### src/rtl/zssd_ram.sv
// zssd_ram: generic single-port ram with registered read data
// no dependencies

module zssd_ram #(
   parameter int WIDTH = 8,
   parameter int DEPTH = 16
) (
   input  logic                             clock,
   input  logic                             wr_en,
   input  logic [$clog2(DEPTH > 1 ? DEPTH : 2)-1:0] addr,
   input  logic [WIDTH-1:0]                 wr_data,
   output logic [WIDTH-1:0]                 rd_data
);

   logic [WIDTH-1:0] mem [DEPTH];
   logic [WIDTH-1:0] rd_data_ff;

   always_ff @(posedge clock) begin
      if (wr_en) begin
         mem[addr] <= wr_data;
      end
      rd_data_ff <= mem[addr];
   end

   assign rd_data = rd_data_ff;

endmodule

### config.mk
export PLATFORM = sky130hd
export DESIGN_NAME = zssd_ram
export DESIGN_NICKNAME = d
export VERILOG_FILES = /design/src/rtl/zssd_ram.sv
export SDC_FILE = /design/constraint.sdc
export NUM_CORES = 1
export LEC_CHECK = 0
export BUFFER_PORTS_ARGS = -buffer_cell sky130_fd_sc_hd__buf_2
export CAP_MARGIN = 30
export CORE_MARGIN = 2
export CORE_UTILIZATION = 45
export CTS_CLUSTER_DIAMETER = 40
export DETAILED_ROUTE_END_ITERATION = 7
export SYNTH_ARGS = -nofsm -noshare
export SYNTH_HDL_FRONTEND = slang
export SYNTH_SLANG_ARGS = --single-unit
### constraint.sdc
create_clock -name clock -period 1.58 [get_ports clock]
set_input_delay 0.158 -clock clock [delete_from_list [all_inputs] [get_ports clock]]
set_output_delay 0.158 -clock clock [all_outputs]
set_load 0.03 [all_outputs]
==> run metrics, run 1 <==
highest clock rate roughly 730 MHz; Layout area overhead 19.16%; XOR/XNOR share of the synthesized area 0%; initial antenna violation count 0; Final #Nets between 200 and 300; Compound-Gate Fraction of Synth Area 2.370%; layout cells sized above 1 about a third; unrepaired setup endpoints after global routing false; largest net degree at the start of global routing 22; Arrival @ worst endpoint 1.66 ns; CTS tree done; initial core utilization 46.34%; Cells after DPL between 400 and 500; final hold vios 0; clock buffer depth 2; first-pass GRT wire length 14470 microns; post-synthesis simple-gate area fraction 3.210%; H-tree depth 4; fin cells 437; CTS resizes 0; post-synthesis adder-cell area fraction 0%; Core Area 10940 sq um; count of cell types in the netlist 18; Worst-Margin Slew 0.7385 ns; die area about 12000 sq um; vias in the first global route 2420; Final HPWL DP roughly 6100 microns; CP max FO 1; worst vdd ir 0.8440 mV; Die Wd 110.1 microns; post-place setup slack 0.02359 ns; crit share post-route 86.81%; Hold/Removal Path Class input port to flop; Seq cells post-synth roughly 140; maxcap violations 0; Pwr Density 1311 nW/um^2; Final Skew between 0.01 and 0.015 ns; fin crit period 1.372 ns; Pwr Total a little under 8 mW; Rows 38; Residual DRC 0; fraction of the yosys area taken by sequential cells 79.01%; mean routed wirelength per cell 21.40 microns; CTS Hold Bufs 0; number of DRC markers in iteration 0 179; Rel. slew slack between 50% and 60%; latest clock arrival within the worst-skew pair 0.41 ns; most frequent cells in the layout edfxtp_1, mux4_2, buf_4; most common cell after layout, fill and taps aside edfxtp_1; I/O pin cnt 22; Mapped Cells 230; Synth Flop Type edfxtp_1; Final Max Slew Viols 0; GPL Wtd Cong 0.7287; clock sinks 136; Post-Route WL 9351 microns; status finished clean; Die H 110.1 microns; Setup violations, final 0; DRT Pass-1 Iters 4; All-Layer GR Usage 17.44%; # Post-CTS Setup Buffers 0; GR Overflow Total 0; Synth Area per Inst 22.03 sq um; setup ws final 0.2084 ns; Synth Cell Area approximately 5100 sq um; DR vias between 2000 and 2500; Mapped Nets 244; Worst Path Required between 1.5 and 2 ns; IO Port Bufs 21; vias per inst 5.432; Critical Path Start Type flop; Post-synth EDFFs between 100 and 150; Critical Path Sink Type flop; Synth warnings 0; CTS buffer count 17; Reg clk slew, reported paths about 0.060 ns; CTS root buf clkbuf_16; post-synthesis mux area share around 14%; ys async rst share 0%; P_leak slightly above 2 nW; largest family of logic cells by synthesized area multiplexers; critical path class flop to flop; Routed Antenna Nets 0; ant diodes 0
-- power breakdown --
part / leakage, nW / total, mW / internal [mW] / switching [mW]
clock: 0.251 / 3.42 / 2.11 / 1.31
sequential: 1.22 / 4.06 / 4.04 / 0.0233
combinational: 0.539 / 0.433 / 0.175 / 0.259
-- worst max-delay path, stage by stage, from the launching register on --
cell	delay (ns)
edfxtp_1	0.35
mux4_2	0.48
a22oi_1	0.33
nand2_1	0.09
-- layout make-up --
| cell class | count | area [sq um] |
|---|---|---|
| multi-input combinational | 83 | 1008 |
| clock buffer | 19 | 432.9 |
| clock inverter | 13 | 87.58 |
| timing repair buffer | 46 | 330.3 |
| tap | 140 | 175.2 |
| sequential | 136 | 4004 |
| fill | 810 | 4897 |
-- metrics by stage --
step / hold WS, ns / setup TNS, ns / area, sq um / util, %
2_1_floorplan: 0.2569 / -0.6300 / 5072 / -
3_3_place_gp: 0.5429 / 0 / 5518 / 50.46
3_5_place_dp: 0.5572 / 0 / 5518 / 50.46
4_1_cts: 0.1185 / 0 / 6038 / 55.22
5_1_grt: 0.1363 / 0 / 6038 / 55.22
6_report: 0.1349 / 0 / 6038 / 55.22
-- final timing paths --
path                        start                   to  slack, ns  cells past startpoint
max           mem[3][6]$_DFFE_PP_   rd_data[6]$_DFF_P_       0.21                      3
max reg2reg   mem[3][6]$_DFFE_PP_   rd_data[6]$_DFF_P_       0.21                      3
min                    wr_data[4]  mem[1][4]$_DFFE_PP_       0.13                      1
min reg2reg  mem[15][4]$_DFFE_PP_   rd_data[4]$_DFF_P_       0.68                      3
-- state kept, by name (all words and copies together), names as in the netlist --
signal / flops
rd_data: 8
mem: 128
-- per-layer routing --
metal  part of all wire (%)  wire length [microns]  track usage (%)
met1                     44                   4133            23.34
met2                     50                   4704            27.30
met3                    4.5                    420            4.527
met4                   0.99                     93            7.500
met5                      0                      0                0
-- synthesized netlist by cell type, drive strengths merged, types with 2 or more instances --
| cell type | instances | area (sq um) |
|---|---|---|
| buf | 8 | 47.54 |
| dfxtp | 8 | 160.2 |
| nor2 | 13 | 48.80 |
| nor3 | 4 | 20.02 |
| clkbuf | 3 | 12.51 |
| nand2b | 2 | 12.51 |
| mux4 | 32 | 720.7 |
| nand2 | 9 | 33.78 |
| edfxtp | 128 | 3844 |
| nand3b | 2 | 15.01 |
| nor2b | 2 | 12.51 |
| a22oi | 16 | 120.1 |
-- cell families after synthesis --
logic type,Yosys count
DFF,136
and+or+nand+nor,35
muxes,32
AOI/OAI and AO/OA,16
buffers and inverters,11
No activity file was read; power rests on OpenSTA's default activity.
==> run 2, diff against run 1 <==
--- a/config.mk
+++ b/config.mk
@@ -5,6 +5,7 @@
 export SDC_FILE = /design/constraint.sdc
 export NUM_CORES = 1
 export LEC_CHECK = 0
+export ABC_AREA = 1
 export BUFFER_PORTS_ARGS = -buffer_cell sky130_fd_sc_hd__buf_2
 export CAP_MARGIN = 30
 export CORE_MARGIN = 2
==> run 2 against run 1 <==
Against the previous run: sequential power is essentially flat; register-to-register slack better by 0.36 ns; die area increased by 10%; clock power rose by 6.4%; via count is 54% higher; combinational power up 24%; power is 4.1% higher; first-iteration DRC count grew 52%; utilization shrank 0.75 points; critical path type is now flop to output port; highest routed layer unchanged.
==> run metrics, run 2 <==
status finished clean; die area 13340 sq um (+10%); Synth Area per Inst 10.21 sq um (-54%); P_sw 1.728 mW (+8.3%); most common cell after layout, fill and taps aside nand2_1; CTS Hold Bufs 0 (unchanged); maxcap violations 0 (unchanged); IO Port Bufs 21 (unchanged); clock sinks 136 (unchanged); Max stage delay on crit path 0.39 ns (-0.09 ns); CP max FO 1 (unchanged); Final #Nets 608 (+100%); Core Area 12060 sq um (+10%); fraction of the yosys area taken by sequential cells 71.59% (-7.4 points); CTS tree done; Final Skew 0.006702 ns (-0.004337 ns); critical path class flop to output port; clock buffer depth 2 (unchanged); Critical Path Start Type flop; Top reg by flops mem; Die Wd 115.5 microns (+4.9%); max reg flops 128 (unchanged); Hold/Removal Path Class input port to flop; largest net degree at the start of global routing 47 (+110%); Worst path slowest cell dfxtp_1; Rel. slew slack 72.91% (+22 points); Routed Antenna Nets 0 (unchanged); CTS buffer count 17 (unchanged); DR vias 3659 (+54%); Setup violations, final 0 (unchanged); Critical Path Sink Type output port; Post-Route WL 12350 microns (+32%); GR Overflow Total 0 (unchanged); Reg clk slew, reported paths 0.05 ns (about the same); count of cell types in the netlist 11 (-7); ys async rst share 0% (unchanged); fillers 1078 (+33%); Final HPWL DP 7852 microns (+28%); power share of the combinational group 6.5% (+1.0 points); Clk network pwr share 44.1% (+0.9 points); Post-synth EDFFs 128 (unchanged); fin crit period 1.192 ns (-0.1798 ns); sw frac 20.97% (+0.82 points); ant diodes 0 (unchanged); Synth area leader edfxtp_1; initial antenna violation count 0 (unchanged); Worst Path Required 1.42 ns (-0.44 ns); Synth Flop Type edfxtp_1; Mapped Cells 548 (+140%); cell family with most CP delay flip-flops; Synth Cell Area 5593 sq um (+10%); latest clock arrival within the worst-skew pair 0.41 ns (about the same); worst vdd ir 0.7217 mV (-14%); Seq cells post-synth 136 (unchanged); Die H 115.5 microns (+4.9%); final hold vios 0 (unchanged); Rows 40 (+5.3%); most frequent cell after synthesis nand2_1; # Post-CTS Setup Buffers 0 (unchanged); highest clock rate 839.1 MHz (+15%); GPL Wtd Cong 0.8759 (+20%); CP bufs+invs 1 (+1); Residual DRC 0 (unchanged); Pwr Total 8.240 mW (+4.1%); P_leak 2.847 nW (+41%); H-tree depth 4 (unchanged); Synth warnings 0 (unchanged); initial core utilization 46.37% (about the same); DRT Pass-1 Iters 4 (unchanged); Arrival @ worst endpoint 1.03 ns (-0.63 ns); vias in the first global route 3580 (+48%); mean routed wirelength per cell 15.93 microns (-26%); unrepaired setup endpoints after global routing false; first-pass GRT wire length 19670 microns (+36%); Pwr Density 1254 nW/um^2 (-4.3%); Mapped Nets 562 (+130%); share of the synthesized area in the top cell type 68.72% (-7.1 points); CTS root buf clkbuf_16; CTS resizes 0 (unchanged); number of DRC markers in iteration 0 272 (+52%); Seq pwr share 49.3% (-2.0 points); sequential cell area 4004 sq um (unchanged); layout cells sized above 1 12.03% (-23 points); synth cell count leaders nand2_1, edfxtp_1, inv_1, nor2_1, buf_2; synth top area cells edfxtp_1, nand2_1, dfxtp_1, inv_1, nor2_1; Layout area overhead 17.47%; vias per inst 4.721 (-13%); crit share post-route 75.43% (-11 points); Final Max Slew Viols 0 (unchanged); All-Layer GR Usage 20.61% (+3.2 points); cells along the critical path buf_2; multi-input logic area 1386 sq um (+37%); I/O pin cnt 22 (unchanged); setup TNS 0 ns (unchanged); Worst-Margin Slew 0.4064 ns (-0.3321 ns); most frequent cells in the layout nand2_1, edfxtp_1, buf_4; Internal Pwr Total 6.512 mW (+3.0%)
## run 2: changes by cell type after synthesis, sizes merged, moves of 5 or more
cell and delta:
a22oi -16, nand2 +337, buf +10, mux4 -32, nor2 +5, inv +22
## run 2: stage by stage
step / utilization, % / setup slack (ns) / hold WS [ns] / instance area (sq um) / std cells
after global placement: 49.91 / 0.2731 / 0.5901 / 6020 / 743
after CTS: 54.47 / 0.3604 / 0.1485 / 6570 / 775
after detailed placement: 49.91 / 0.2649 / 0.5948 / 6020 / 743
after floorplan: - / 0.04482 / 0.2569 / 5593 / 548
after global routing: 54.47 / 0.3690 / 0.1698 / 6570 / 775
final: 54.47 / 0.3882 / 0.1585 / 6570 / 775
## run 2: layout make-up
| class | count | area share (%) |
|---|---|---|
| multi-input cells | 368 | 21.10 |
| inverters | 23 | 1.314 |
| clock buffers | 29 | 7.770 |
| flip-flops and latches | 136 | 60.94 |
| well taps | 168 | 3.199 |
| clock inverters | 3 | 0.6094 |
| repair buffers | 48 | 5.066 |
## run 2: final timing paths
check                      start                  end  slack, ns  cells after the start
max           rd_data[0]$_DFF_P_           rd_data[0]       0.39                      1
min                   wr_data[6]  mem[5][6]$_DFFE_PP_       0.16                      1
max reg2reg  mem[4][1]$_DFFE_PP_   rd_data[1]$_DFF_P_       0.57                      8
min reg2reg  mem[4][0]$_DFFE_PP_   rd_data[0]$_DFF_P_       0.69                      8
## run 2: logic make-up (layout without fill, tap and decap cells)
| group | Yosys count | in the layout | synth area share, % |
|---|---|---|---|
| flops | 136 | 136 | 71.59 |
| simple gates | 368 | 368 | 24.79 |
| buf+inv | 44 | 103 | 3.624 |
## run 2: routing by layer
metal  track usage, %  part of all wire, %  up-vias
li1                 -                    -     1844
met1            28.16                   43     1689
met2            31.73                   48      109
met3            4.446                  7.1       17
met4            9.799                  1.7        0
met5                0                    0        -
## run 2: power by group through the flow
stage          sequential (mW)  combinational [mW]  clock, mW
2_1_floorplan             4.18               0.278          0
3_3_place_gp              4.14               0.537          0
3_5_place_dp              4.14               0.543          0
4_1_cts                   4.07               0.544       3.72
5_1_grt                   4.07               0.607       3.86
6_report                  4.07               0.537       3.64
==> run 3, diff against run 2 <==
==> constraint.sdc (replaced) <==
create_clock -name clock -period 1.08 [get_ports clock]
set_input_delay 0.108 -clock clock [delete_from_list [all_inputs] [get_ports clock]]
set_output_delay 0.108 -clock clock [all_outputs]
set_load 0.03 [all_outputs]
==> run 3 against run 2 <==
Against the previous run: sequential power up 46%; via count down 0.71%; routed wire length decreased by 2.2%; largest power group unchanged; non-clock buffer count down 5; largest cell class unchanged.
==> run metrics, run 3 (synthesis gave the netlist of run 2 again) <==
Routed Antenna Nets 0 (unchanged); vias per inst 4.718 (about the same); end-of-flow core utilization 56.48% (+2.0 points); Reg clk slew, reported paths 0.05 ns (about the same); cells on worst reg2reg path 8 (unchanged); Die Wd 115.5 microns (unchanged); worst vdd ir 1.111 mV (+54%); fillers 1024 (-5.0%); DRT Pass-1 Iters 4 (unchanged); cell family with most CP delay flip-flops; RR Endpoint rd_data[4]$_DFF_P_; fin cells 770 (-0.65%); Worst Path Required 0.97 ns (-0.45 ns); setup TNS 0 ns (unchanged); max reg flops 128 (unchanged); die area 13340 sq um (unchanged); CTS root buf clkbuf_16; Core Area 12060 sq um (unchanged); flop2flop setup slack 0.08 ns (-0.49 ns); mean routed wirelength per cell 15.69 microns (-1.5%); layout cells sized above 1 17.11% (+5.1 points); Hold/Removal Path Class input port to flop; Rel. slew slack 72.30% (-0.61 points); clock sinks 136 (unchanged); CTS tree done; CP bufs+invs 1 (unchanged); Pwr Density 1837 nW/um^2 (+46%); Pwr Total 12.51 mW (+52%); R2R Path Start mem[4][4]$_DFFE_PP_; Cells after DPL 738 (-0.67%); sequential cell area 4005 sq um (about the same); Worst-Margin Slew 0.4155 ns (+0.009136 ns); Final #Nets 603 (-0.82%); first-pass GRT wire length 19040 microns (-3.2%); All-Layer GR Usage 19.83% (-0.77 points); vias in the first global route 3593 (+0.36%); clock buffer depth 2 (unchanged); maxcap violations 0 (unchanged); CP max FO 1 (unchanged); number of DRC markers in iteration 0 159 (-42%); GR Overflow Total 0 (unchanged); initial antenna violation count 0 (unchanged); CTS buffer count 17 (unchanged); most common cell after layout, fill and taps aside nand2_1; Max stage delay on crit path 0.33 ns (-0.06 ns); DR vias 3633 (-0.71%); hold worst-path end mem[14][3]$_DFFE_PP_; Arrival @ worst endpoint 0.93 ns (-0.10 ns); H-tree depth 4 (unchanged); cells along the critical path buf_2; IO Port Bufs 21 (unchanged); initial core utilization 46.37% (unchanged); unrepaired setup endpoints after global routing false; ant diodes 0 (unchanged); Top reg by flops mem; Post-Route WL 12080 microns (-2.2%); Rows 40 (unchanged); latest clock arrival within the worst-skew pair 0.41 ns (about the same); hold wc startpoint wr_data[3]; most frequent cells in the layout nand2_1, edfxtp_1, buf_2; Critical Path Sink Type output port; # Post-CTS Setup Buffers 0 (unchanged); Final HPWL DP 7888 microns (+0.46%); hold_ws 0.1347 ns (-0.02382 ns); Die H 115.5 microns (unchanged); Critical Path Start Type flop; largest net degree at the start of global routing 44 (-6.4%); CTS Hold Bufs 0 (unchanged); I/O pin cnt 22 (unchanged); Residual DRC 0 (unchanged); Setup violations, final 0 (unchanged); status finished clean; Layout area overhead 21.81%; critical path class flop to output port; final hold vios 0 (unchanged); Worst path slowest cell dfxtp_1; Final Skew 0.005449 ns (-0.001253 ns); crit share post-route 96.26%; P_leak 2.861 nW (+0.49%); Final Max Slew Viols 0 (unchanged); fin crit period 1.040 ns; multi-input logic area 1577 sq um (+14%); hold path depth 1 (unchanged); GPL Wtd Cong 0.8271 (-5.6%); highest clock rate just under 1000 MHz
## run 3: final cells by class
type                       count  share of cell area [%]
clock buffer                  23                   6.722
timing repair buffer          43                   5.106
inverter                      23                   1.341
sequential                   136                   58.79
clock inverter                 9                   1.818
multi-input combinational    368                   23.14
tap                          168                   3.085
## run 3: routing by layer
layer,GRT usage [%],vias up,routed length [microns]
met1,25.62,1713,5382
met2,33.26,66,6034
met5,0,-,0
met4,7.309,0,173
met3,4.184,17,488
li1,-,1837,-
## run 3: what timing repair did
action,in CTS,in global routing
gates resized for setup,2,6
gates cloned,0,0
endpoints found under the setup margin,1,5
pin swaps,0,1
## run 3: per-stage QoR
step / setup slack (ns) / cell area (sq um)
floorplan: 0.003016 / 5813
global placement: -0.1876 / 6212
detailed placement: -0.2009 / 6212
CTS: 0.02391 / 6798
global route: 0.001853 / 6813
finish: 0.04039 / 6813
## run 3: where the power goes
part / switching, mW / internal [mW] / total [mW] / leakage (nW)
combinational: 0.628 / 0.271 / 0.900 / 1.35
clock: 2.00 / 3.67 / 5.67 / 0.289
sequential: 0.0349 / 5.91 / 5.94 / 1.22
total: 2.67 / 9.85 / 12.5 / 2.86
## run 3: worst max path at each step
stage / from / to / slack (ns) / cells past startpoint
after global placement: addr[0] / mem[15][3]$_DFFE_PP_ / -0.19 / 4
after detailed placement: addr[0] / mem[15][2]$_DFFE_PP_ / -0.20 / 4
final: rd_data[1]$_DFF_P_ / rd_data[1] / 0.04 / 1
after global routing: mem[14][0]$_DFFE_PP_ / rd_data[0]$_DFF_P_ / 0.002 / 8
after CTS: rd_data[0]$_DFF_P_ / rd_data[0] / 0.02 / 1
after floorplan: addr[1] / mem[13][0]$_DFFE_PP_ / 0.003 / 5
