$ cat config.mk
export PLATFORM = sky130hd
export DESIGN_NAME = zssd_scan
export DESIGN_NICKNAME = d
export VERILOG_FILES = /design/src/rtl/zssd_pkg.sv /design/src/rtl/zssd_scan.sv
export SDC_FILE = /design/constraint.sdc
export NUM_CORES = 1
export LEC_CHECK = 0
export ABC_AREA = 0
export BUFFER_PORTS_ARGS = -buffer_cell sky130_fd_sc_hd__clkbuf_2
export CORE_MARGIN = 2
export CORE_UTILIZATION = 34
export DETAILED_ROUTE_END_ITERATION = 6
export PLACE_DENSITY = 0.76
export SYNTH_ARGS = -nofsm -noshare
export SYNTH_HDL_FRONTEND = slang
export SYNTH_SLANG_ARGS = --single-unit
$ cat constraint.sdc
create_clock -name clock -period 1.3 [get_ports clock]
set_clock_uncertainty 0.05 [all_clocks]
set_input_delay 0.065 -clock clock [delete_from_list [all_inputs] [get_ports clock]]
set_output_delay 0.065 -clock clock [all_outputs]
set_load 0.03 [all_outputs]
$ cat src/rtl/zssd_pkg.sv
// zssd_pkg: shared constants, types and helpers for the zero-sum run detector
// no dependencies

package zssd_pkg;

   localparam int MAX_LEN   = 1024;
   localparam int ELEM_BITS = 16;
   localparam int ADDR_BITS = (MAX_LEN > 1) ? $clog2(MAX_LEN) : 1;
   localparam int CNT_BITS  = $clog2(MAX_LEN + 1);
   // a sum of MAX_LEN elements needs ADDR_BITS growth; one guard bit is added
   localparam int SUM_BITS  = ELEM_BITS + ADDR_BITS + 1;

   typedef enum logic [1:0] {
      ST_IDLE,
      ST_SCAN,
      ST_WRITE
   } state_type;

   typedef struct packed {
      logic                 go;
      logic [ADDR_BITS-1:0] last_addr;
   } scan_ctrl_type;

   typedef struct packed {
      logic hit;
      logic done;
   } scan_stat_type;

   function automatic logic [SUM_BITS-1:0] sext_elem(input logic [ELEM_BITS-1:0] e);
      sext_elem = {{(SUM_BITS-ELEM_BITS){e[ELEM_BITS-1]}}, e};
   endfunction

endpackage

$ cat src/rtl/zssd_scan.sv
// zssd_scan: walks the stored prefixes one read per cycle and runs the shared
// equality compare against the current prefix sum; uses zssd_pkg

module zssd_scan import zssd_pkg::*; (
   input  logic                 clock,
   input  logic                 reset,
   input  scan_ctrl_type        ctrl,
   input  logic [SUM_BITS-1:0]  rd_data,
   input  logic [SUM_BITS-1:0]  sum,
   output logic [ADDR_BITS-1:0] rd_addr,
   output scan_stat_type        stat
);

   logic                 active_ff, active_in;
   logic [ADDR_BITS-1:0] idx_ff, idx_in;
   logic                 chk_ff, chk_in;
   logic                 chk_last_ff, chk_last_in;

   always_comb begin
      active_in   = active_ff;
      idx_in      = idx_ff;
      chk_in      = active_ff;
      chk_last_in = 1'b0;
      if (ctrl.go) begin
         active_in = 1'b1;
         idx_in    = '0;
      end else if (active_ff) begin
         idx_in = idx_ff + 1'b1;
         if (idx_ff == ctrl.last_addr) begin
            active_in   = 1'b0;
            chk_last_in = 1'b1;
         end
      end
   end

   always_ff @(posedge clock) begin
      if (reset) begin
         active_ff   <= 1'b0;
         chk_ff      <= 1'b0;
         chk_last_ff <= 1'b0;
      end else begin
         active_ff   <= active_in;
         chk_ff      <= chk_in;
         chk_last_ff <= chk_last_in;
      end
      idx_ff <= idx_in;
   end

   assign rd_addr = idx_ff;

   // read data lags the address by the ram's read register; chk_ff lags to match
   assign stat.hit  = chk_ff && (rd_data == sum);
   assign stat.done = chk_last_ff;

endmodule

==> results of run 1 <==
[where the power goes]
| part | switching, uW | internal (uW) |
|---|---|---|
| logic | 119 | 172 |
| clock network | 131 | 119 |
| registers | 12.9 | 402 |
[flip-flops by register name, indices dropped and copies added (netlist names)]
name and flops:
active_ff 1, chk_last_ff 1, chk_ff 1, rd_addr 10
[logic make-up after synthesis]
| kind of cell | share of synthesized area |
|---|---|
| multiplexers | 0.0110 |
| AO/OA/AOI/OAI | 0.0425 |
| XOR/XNOR | 0.412 |
| flip-flops | 0.285 |
| adder cells (fa/ha/maj) | 0.0137 |
| buffers and inverters | 0.0233 |
| AND/OR/NAND/NOR | 0.212 |
[cell usage after synthesis (2+ instances only)]
master,number
xor2_1,14
nor3_1,2
nor2_1,8
nand2_1,5
nand4_1,10
dfxtp_1,13
a21oi_1,3
nor4_1,2
or3_1,3
xnor2_1,29
o21ai_0,3
[metal layers]
| layer | track usage | vias up | wire length, um |
|---|---|---|---|
| met5 | 0 | - | 0 |
| met4 | 0.0510 | 0 | 23 |
| met3 | 0.0465 | 2 | 250 |
| met2 | 0.308 | 56 | 1260 |
| met1 | 0.181 | 424 | 993 |
| li1 | - | 529 | - |
[worst max-delay path by stage]
stage                           from          to  slack, ns  cells past startpoint
after floorplan           rd_addr[1]  rd_addr[8]      -0.02                      5
after global placement       sum[21]     stat[1]      -0.16                      6
after detailed placement      sum[0]     stat[1]      -0.18                      6
after CTS                     chk_ff     stat[1]      -0.28                      4
after global routing          chk_ff     stat[1]      -0.34                      4
final                         chk_ff     stat[1]      -0.27                      4
[repair_timing]
item | in CTS | in global routing
endpoints found under the hold margin | 2 | 0
buffers inserted | 0 | 1
endpoints found under the setup margin | 2 | 7
resized for setup | 3 | 7
hold buffers | 1 | 0
pin swaps | 0 | 4
[worst max-delay path, cell delays in order, from the launching register on]
cell and delay, ns:
dfxtp_2 0.32, nand4_1 0.07, or4_4 0.44, nor4_4 0.15, clkbuf_8 0.20
[per-stage QoR]
step	setup slack [ns]	power, uW	hold WS, ns
2_1_floorplan	-0.0204	567	0.0871
3_5_place_dp	-0.178	717	0.200
5_1_grt	-0.341	1020	0.0724
4_1_cts	-0.277	973	0.0668
3_3_place_gp	-0.165	708	0.196
6_report	-0.274	957	0.0732
[final cells by class]
cell class | count | area share
clock buffers | 4 | 0.0175
multi-input cells | 87 | 0.467
flip-flops and latches | 13 | 0.189
well taps | 30 | 0.0250
repair buffers | 85 | 0.302
==> results.md, run 1 <==
- R2R setup slack: -0.03 ns
- Worst slew pin tran: 0.370 ns
- Finished layout cell area: 1500 um^2
- Largest cells by area after synthesis: dfxtp_1, xnor2_1, xor2_1
- Vias per cell: 4.62
- Post-synth net total: 172
- Congestion Overflow GR: 0
- Post-synth EDFFs: 0
- Synth area leader: dfxtp_1
- Buffers on Ports: 78
- First-pass GRT wire length: 4110 um
- Failing checks: negative setup slack
- HP Class: in2reg
- Full die area: 3120 um^2
- PwrDens: 637 nW/um^2
- Final setup violation count: 2
- Gate Count Post-Synth: 104
- Type of the worst setup path: reg2out
- Worst-skew pair later-pin latency: 0.28 ns
- Antenna Violating Nets Remaining: 0
- Worst hold endpoint: chk_last_ff
- RSZ-0062 raised after global routing: yes
- Worst setup EP type: output pin
- Number of remaining DRC errors: 0
- WP data required: 1.19 ns
- Drt pass-1 iters: 2
- Dpl cells: 213
- Core area: 2520 um^2
- Final worst setup slack: -0.274 ns
- Prevailing post-synth register cell: dfxtp_1
- Clk pin slew, worst setup/hold paths: 0.08 ns
- Post-synth top area share: 0.285
- Worst vdd ir: 0.664 mV
- Fin Setup TNS: -0.303 ns
- Max_cap viols: 0
- Most frequent cells in the layout: clkbuf_2, xnor2_1, xor2_1, nand4_1, nor2_1
- Multi-input logic area: 702 um^2
- Fill cell count: 239
- # IOs: 79
- Post-route insts no fill: 219
- DR WL/cell: 11.5 um
- Nets: 258
- Min Tclk post-route: 1.57 ns
- ANT cells: 0
- Pin count of the biggest net entering global routing: 12
- Commonest non-fill, non-tap cell in the layout: clkbuf_2
- GP Congestion: 0.734
- Fmax: 635 MHz
- Die width: 55.8 um
- R2R depth: 5
- GR Util All Layers: 0.166
- Row cnt: 18
- Initial antenna violation count: 0
- Clk buf depth: 2
- Final core occ: 0.596
- Via count: 1011
- Crit-path max FO: 1
- Layout cell share with drive strength beyond 1: 0.566
- Starting density of the core: 0.362
- Final Cycle Share: 1.21
- Seq/Total Area, Yosys: 0.285
- Synthesis-to-layout area growth: 64.7%
- Drt total wl: 2520 um
- Critical path arrival: 1.46 ns
- Endpoints failing hold: 0
- CTS root buf: clkbuf_4
- Hold Path Depth: 3
- Num CTS Buffers: 3
- Slew Viols, Final: 0
- Rel. slew slack: 0.751
- Initial drt markers: 10
- Max H-tree Level: 1
- Leakage power: 0.000714 uW
- R2r endpoint: rd_addr[8]
- Die Span Y: 55.8 um
- Synth Register Bits: 13
- Register area: 284 um^2
- Mean post-synth cell area: 8.78 um^2
- Synth cell types: 23
- Yosys warns: 0
- Cell area after placement: 1430 um^2
- Vias in the first global route: 979
- Status: complete, but fails checks
- CTS tree: done
- Startpoint types: register
- Hold wc startpoint: ctrl[10]
- RR Startpoint: rd_addr[0]
- Netlist Area Pre-Place: 913 um^2
- Fraction of registers with async set/reset: 0
- Clock sink count: 13
Note: power is estimated with default switching activity, not from simulation.
==> run 2, diff against run 1 <==
CORE_ASPECT_RATIO = 0.6   (was unset)
CORE_UTILIZATION = 32   (was 34)
CTS_CLUSTER_DIAMETER = 50   (was unset)
PLACE_DENSITY = 0.72   (was 0.76)
==> run 2 against run 1 <==
The run still ends with negative setup slack left. Global-route usage rose by 1.3 points. Highest routed layer unchanged. Fmax rose by 0.43%. Cell count rose by 2.7%. Flip-flop and latch count did not move. Register-to-register slack barely moved. Hold slack improved by 0.053 ns. Clock power rose by 42%. Largest cell class unchanged. Largest power group unchanged. Clock-buffer cell count did not move. Core utilization rose by 1.4 points. Final area rose by 5.9%. Sequential share of layout area fell by 0.90 points. Wire length rose by 24%.
==> results.md, run 2 (synthesis results as in run 1) <==
- Layout cell share with drive strength beyond 1: 0.601 (was 0.566)
- Worst-skew pair later-pin latency: 0.24 ns (was 0.28 ns)
- Worst slew pin tran: 0.311 ns (was 0.370 ns)
- Max_cap viols: 0 (unchanged)
- Crit path buffers/inverters: 1 (unchanged)
- R2R setup slack: -0.03 ns (about the same)
- Worst vdd ir: 0.576 mV (was 0.664 mV)
- Congestion Overflow GR: 0 (unchanged)
- Vias per cell: 4.60 (was 4.62)
- Drt total wl: 3120 um (was 2520 um)
- Antenna Violating Nets Remaining: 0 (unchanged)
- Min Tclk post-route: 1.57 ns (about the same)
- Largest delay share family, worst path: simple AND/OR/NAND/NOR gates (unchanged)
- WP data required: 1.19 ns (about the same)
- Clk pin slew, worst setup/hold paths: 0.06 ns (was 0.08 ns)
- Drt pass-1 iters: 4 (was 2)
- Hold Path Depth: 3 (unchanged)
- R2r endpoint: rd_addr[5] (was rd_addr[8])
- Nets: 262 (was 258)
- Die width: 73.0 um (was 55.8 um)
- Clock sink count: 13 (unchanged)
- Max H-tree Level: 1 (unchanged)
- HP Class: in2reg (unchanged)
- Final setup violation count: 3 (was 2)
- R2R depth: 4 (was 5)
- Most frequent cells in the layout: clkbuf_2, xnor2_1, xor2_1, nand4_1, nor2_1 (unchanged)
- Synthesis-to-layout area growth: 74.4% (was 64.7%)
- Hold wc startpoint: ctrl[10] (unchanged)
- Slew Viols, Final: 0 (unchanged)
- Worst hold endpoint: chk_last_ff (unchanged)
- Initial antenna violation count: 0 (unchanged)
- RR Startpoint: rd_addr[1] (was rd_addr[0])
- CP max stage cell: or4_4 (unchanged)
- Num CTS Buffers: 3 (unchanged)
- CTS tree: done (unchanged)
- Critical path arrival: 1.45 ns (was 1.46 ns)
- Failing checks: negative setup slack (unchanged)
- Core area: 2610 um^2 (was 2520 um^2)
- Leakage power: 0.000746 uW (was 0.000714 uW)
- Starting density of the core: 0.350 (was 0.362)
- Clk buf depth: 2 (unchanged)
- Row cnt: 14 (was 18)
- Endpoints failing hold: 0 (unchanged)
- Crit-path max FO: 1 (unchanged)
- First-pass GRT wire length: 4370 um (was 4110 um)
- GP Congestion: 0.835 (was 0.734)
- Initial drt markers: 40 (was 10)
- CTS root buf: clkbuf_8 (was clkbuf_4)
- Vias in the first global route: 974 (was 979)
- Pin count of the biggest net entering global routing: 12 (unchanged)
- Buffers on Ports: 78 (unchanged)
- ANT cells: 0 (unchanged)
- Die Span Y: 45.4 um (was 55.8 um)
- Largest register FFs: 10 (unchanged)
- RSZ-0062 raised after global routing: yes (unchanged)
- GR Util All Layers: 0.178 (was 0.166)
- Full die area: 3310 um^2 (was 3120 um^2)
- Fin Setup TNS: -0.315 ns (was -0.303 ns)
- Final worst setup slack: -0.267 ns (was -0.274 ns)
- Type of the worst setup path: reg2out (unchanged)
- Worst setup EP type: output pin (unchanged)
- Max incr delay on CP: 0.44 ns (about the same)
- Commonest non-fill, non-tap cell in the layout: clkbuf_2 (unchanged)
- Final HPWL DP: 2540 um
- CP Cell Sequence: nand4_1 -> or4_4 -> nor4_4 -> clkbuf_8 (unchanged)
- Final Cycle Share: 1.21 (about the same)
- Fill cell count: 237 (was 239)
- Via count: 1036 (was 1011)
- Power, Total: 1090 uW (was 957 uW)
- Rel. slew slack: 0.790 (was 0.751)
- Fmax: 638 MHz (was 635 MHz)
- PwrDens: 683 nW/um^2 (was 637 nW/um^2)
- Startpoint types: register (unchanged)
- Status: complete, but fails checks (unchanged)
- # IOs: 79 (unchanged)
- DR WL/cell: 13.9 um (was 11.5 um)
- Number of remaining DRC errors: 0 (unchanged)
==> run 2: worst max path at each step <==
| stage | start | endpoint | slack (ns) | depth (start not counted) |
|---|---|---|---|---|
| 2_1_floorplan | rd_addr[1] | rd_addr[8] | -0.02 | 5 |
| 3_3_place_gp | sum[21] | stat[1] | -0.15 | 6 |
| 3_5_place_dp | sum[0] | stat[1] | -0.23 | 6 |
| 4_1_cts | chk_ff | stat[1] | -0.26 | 4 |
| 5_1_grt | chk_ff | stat[1] | -0.29 | 4 |
| 6_report | chk_ff | stat[1] | -0.27 | 4 |
==> run 2: timing repair <==
| item | in CTS | in global routing |
|---|---|---|
| endpoints found under the hold margin | 2 | 0 |
| gates resized for setup | 4 | 17 |
| pin swaps | 1 | 14 |
| setup endpoints to repair | 2 | 8 |
| cloned | 0 | 0 |
| hold buffers | 1 | 0 |
| buffers inserted | 2 | 2 |
==> run 2: final cells by class <==
type                       instances  area (um^2)  area share
clock buffer                       4         45.0      0.0283
timing repair buffer              89          495       0.311
tap                               32         40.0      0.0251
sequential                        13          287       0.180
multi-input combinational         87          726       0.456
==> run 2: layer usage <==
layer,routed length [um],global-route usage
met1,1320,0.241
met2,1680,0.289
met3,92,0.0465
met4,36,0.0444
met5,0,0
==> run 2: worst register-to-register path: stages, from the launching register on <==
cell and delay (ns):
dfxtp_4 0.37, buf_6 0.10, nand4_1 0.20, or3_4 0.44
a21oi_2 0.12
==> run 2: metrics by stage <==
| step | util | worst slack [ns] | hold slack, ns | area (um^2) | instances |
|---|---|---|---|---|---|
| floorplan | - | -0.0204 | 0.0871 | 991 | 104 |
| global placement | 0.553 | -0.148 | 0.201 | 1440 | 217 |
| detailed placement | 0.553 | -0.229 | 0.196 | 1440 | 217 |
| CTS | 0.585 | -0.259 | 0.126 | 1530 | 224 |
| global route | 0.610 | -0.289 | 0.123 | 1590 | 225 |
| finish | 0.610 | -0.267 | 0.127 | 1590 | 225 |
==> run 2: power by group <==
| group | internal [uW] | switching (uW) | total, uW |
|---|---|---|---|
| clock | 216 | 138 | 354 |
| combinational | 186 | 132 | 318 |
| sequential | 402 | 13.8 | 415 |
==> run 3, diff against run 2 <==
--- a/config.mk
+++ b/config.mk
@@ -14,3 +14,3 @@
 export DETAILED_ROUTE_END_ITERATION = 6
-export PLACE_DENSITY = 0.72
+export PLACE_DENSITY = 0.69
 export SYNTH_ARGS = -nofsm -noshare
==> constraint.sdc (replaced) <==
create_clock -name clock -period 1.5 [get_ports clock]
set_clock_uncertainty 0.05 [all_clocks]
set_input_delay 0.075 -clock clock [delete_from_list [all_inputs] [get_ports clock]]
set_output_delay 0.075 -clock clock [all_outputs]
set_load 0.01 [all_outputs]
==> run 3 against run 2 <==
The flow now finishes without violations. Non-clock buffer count is 4 lower. Critical path type unchanged. Cell count is 1.8% lower. Register-to-register slack better by 0.12 ns. Sequential power is 13% lower. Clock power is 14% lower. Setup slack better by 0.27 ns. Combinational power is 25% lower. Highest routed layer unchanged. Power is 17% lower. Clock-buffer cell count stayed put. Hold slack better by 0.0012 ns. Critical endpoint unchanged. Global-route usage is 1.0 points lower.
==> results.md, run 3 (synthesis results as in run 1) <==
- Status: complete, no violations (was complete, but fails checks)
- Type of the worst setup path: reg2out (unchanged)
- Switching pwr: 222 uW (was 284 uW)
- Hold Path Depth: 2 (was 3)
- Clk buf depth: 2 (unchanged)
- Worst vdd ir: 0.442 mV (was 0.576 mV)
- Core area: 2610 um^2 (unchanged)
- CP Cell Sequence: nand4_1 -> or4_4 -> nor4_4 -> buf_2 (was nand4_1 -> or4_4 -> nor4_4 -> clkbuf_8)
- Worst slew pin tran: 0.384 ns (was 0.311 ns)
- Worst setup EP type: output pin (unchanged)
- Max_cap viols: 0 (unchanged)
- Initial drt markers: 28 (was 40)
- PwrDens: 628 nW/um^2 (was 683 nW/um^2)
- WP data required: 1.37 ns (was 1.19 ns)
- Startpoint types: register (unchanged)
- Via count: 1044 (was 1036)
- Num CTS Buffers: 3 (unchanged)
- GP Congestion: 0.820 (was 0.835)
- Drt pass-1 iters: 4 (unchanged)
- Clock sink count: 13 (unchanged)
- Leakage power: 0.000702 uW (was 0.000746 uW)
- Final Cycle Share: 0.997
- CTS tree: done (unchanged)
- Crit path buffers/inverters: 1 (unchanged)
- First-pass GRT wire length: 4110 um (was 4370 um)
- Met2 global-route usage: 0.256 (was 0.289)
- Largest register FFs: 10 (unchanged)
- Fmax: 669 MHz
- Buffers on Ports: 78 (unchanged)
- Routing usage on met3: 0.0553 (was 0.0465)
- Nets: 258 (was 262)
- Drt total wl: 2850 um (was 3120 um)
- Max H-tree Level: 1 (unchanged)
- Cell area after placement: 1360 um^2 (was 1440 um^2)
- HP Class: in2reg (unchanged)
- Pint: 685 uW (was 804 uW)
- Final core occ: 0.553 (was 0.610)
- Sw frac: 0.244 (was 0.261)
- Critical path arrival: 1.37 ns (was 1.45 ns)
- Rel. slew slack: 0.742 (was 0.790)
- Most frequent cells in the layout: clkbuf_2, xnor2_1, xor2_1, dfxtp_1, nand4_1 (was clkbuf_2, xnor2_1, xor2_1, nand4_1, nor2_1)
- Synthesis-to-layout area growth: 57.9% (was 74.4%)
- CP max stage cell: or4_4 (unchanged)
- Endpoints failing hold: 0 (unchanged)
- Dpl cells: 215 (was 217)
- Largest delay share family, worst path: simple AND/OR/NAND/NOR gates (unchanged)
- Initial antenna violation count: 0 (unchanged)
- Fill cell count: 244 (was 237)
- Full die area: 3310 um^2 (unchanged)
- Vias in the first global route: 914 (was 974)
- Worst-skew pair later-pin latency: 0.24 ns (about the same)
- CTS root buf: clkbuf_8 (unchanged)
- Commonest non-fill, non-tap cell in the layout: clkbuf_2 (unchanged)
- Pin count of the biggest net entering global routing: 13 (was 12)
- Crit-path max FO: 1 (unchanged)
- Clock group share of total power: 0.337 (was 0.326)
- Die width: 73.0 um (unchanged)
- Starting density of the core: 0.350 (unchanged)
- Antenna Violating Nets Remaining: 0 (unchanged)
- Final HPWL DP: 2510 um (was 2540 um)
- RSZ-0062 raised after global routing: yes (unchanged)
- Finished layout cell area: 1440 um^2 (was 1590 um^2)
- Reg power frac: 0.400 (was 0.382)
- Combinational Power Share: 0.263 (was 0.292)
- ANT cells: 0 (unchanged)
- Clk pin slew, worst setup/hold paths: 0.05 ns (was 0.06 ns)
- Congestion Overflow GR: 0 (unchanged)
- Post-route insts no fill: 221 (was 225)
- Row cnt: 14 (unchanged)
- Die Span Y: 45.4 um (unchanged)
- Layout cell share with drive strength beyond 1: 0.487 (was 0.601)
- Final setup violation count: 0 (was 3)
- Power, Total: 906 uW (was 1090 uW)
- Max incr delay on CP: 0.44 ns (about the same)
- R2R depth: 3 (was 4)
- Vias per cell: 4.72 (was 4.60)
- DR WL/cell: 12.9 um (was 13.9 um)
- Min Tclk post-route: 1.50 ns
- Busiest grt layer: met2 (unchanged)
- # IOs: 79 (unchanged)
- Number of remaining DRC errors: 0 (unchanged)
- GR Util met1: 0.229 (was 0.241)
- Slew Viols, Final: 0 (unchanged)
- CP Depth: 4 (unchanged)
- GR Util All Layers: 0.168 (was 0.178)
run 3: cell count changes in the layout (fill, tap and decap cells not counted), moves of 2 or more:
| cell | previous run | this run |
|---|---|---|
| a21oi_1 | 1 | 3 |
| a21oi_2 | 2 | 0 |
| buf_6 | 3 | 0 |
| dfxtp_1 | 4 | 11 |
| dfxtp_4 | 6 | 0 |
| nand2_1 | 3 | 5 |
| nand2_2 | 2 | 0 |
| o21ai_0 | 1 | 3 |
| o21ai_1 | 2 | 0 |
| xnor2_1 | 26 | 29 |
| xnor2_2 | 3 | 0 |
run 3: worst register-to-register path, stage by stage, from the launching register on:
cell     delay (ns)
dfxtp_1        0.46
nand4_1        0.27
or3_1          0.42
a21oi_1        0.14
run 3: timing repair:
item,CTS,global route
pin swaps,0,2
hold buffers,1,0
resized for setup,0,6
endpoints found under the hold margin,2,0
endpoints found under the setup margin,1,3
setup buffers,0,1
run 3: per-layer routing:
layer  up-vias  share of wire
met3         2          0.051
met2        28           0.49
met1       487           0.45
met5         -              0
li1        527              -
met4         0         0.0070
run 3: metrics by stage:
| stage | setup TNS [ns] | hold slack, ns | setup WS (ns) |
|---|---|---|---|
| 5_1_grt | -0.0763 | 0.140 | -0.0763 |
| 3_3_place_gp | 0 | 0.211 | 0.110 |
| 2_1_floorplan | 0 | 0.0971 | 0.0893 |
| 4_1_cts | -0.0428 | 0.124 | -0.0428 |
| 3_5_place_dp | 0 | 0.214 | 0.0423 |
| 6_report | 0 | 0.128 | 0.00459 |
run 3: power groups by stage:
stage / sequential [uW] / clock, uW / combinational [uW]
finish: 362 / 305 / 239
global route: 364 / 333 / 260
CTS: 361 / 311 / 239
detailed placement: 368 / 0 / 235
global placement: 368 / 0 / 227
floorplan: 371 / 0 / 103
run 3: final cells by class:
| class | instances | area (um^2) | share of cell area |
|---|---|---|---|
| Sequential cell | 13 | 263 | 0.182 |
| Clock buffer | 4 | 45.0 | 0.0312 |
| Timing Repair Buffer | 85 | 445 | 0.309 |
| Tap cell | 32 | 40.0 | 0.0278 |
| Multi-Input combinational cell | 87 | 649 | 0.450 |
run 3: path summary, 6_finish.rpt:
kind | start | endpoint | slack, ns
worst max-delay path | chk_ff | stat[1] | 0.005
worst min register to register | rd_addr[8] | rd_addr[8] | 0.50
worst min-delay path | ctrl[10] | rd_addr[8] | 0.13
worst max register to register | rd_addr[4] | rd_addr[7] | 0.09
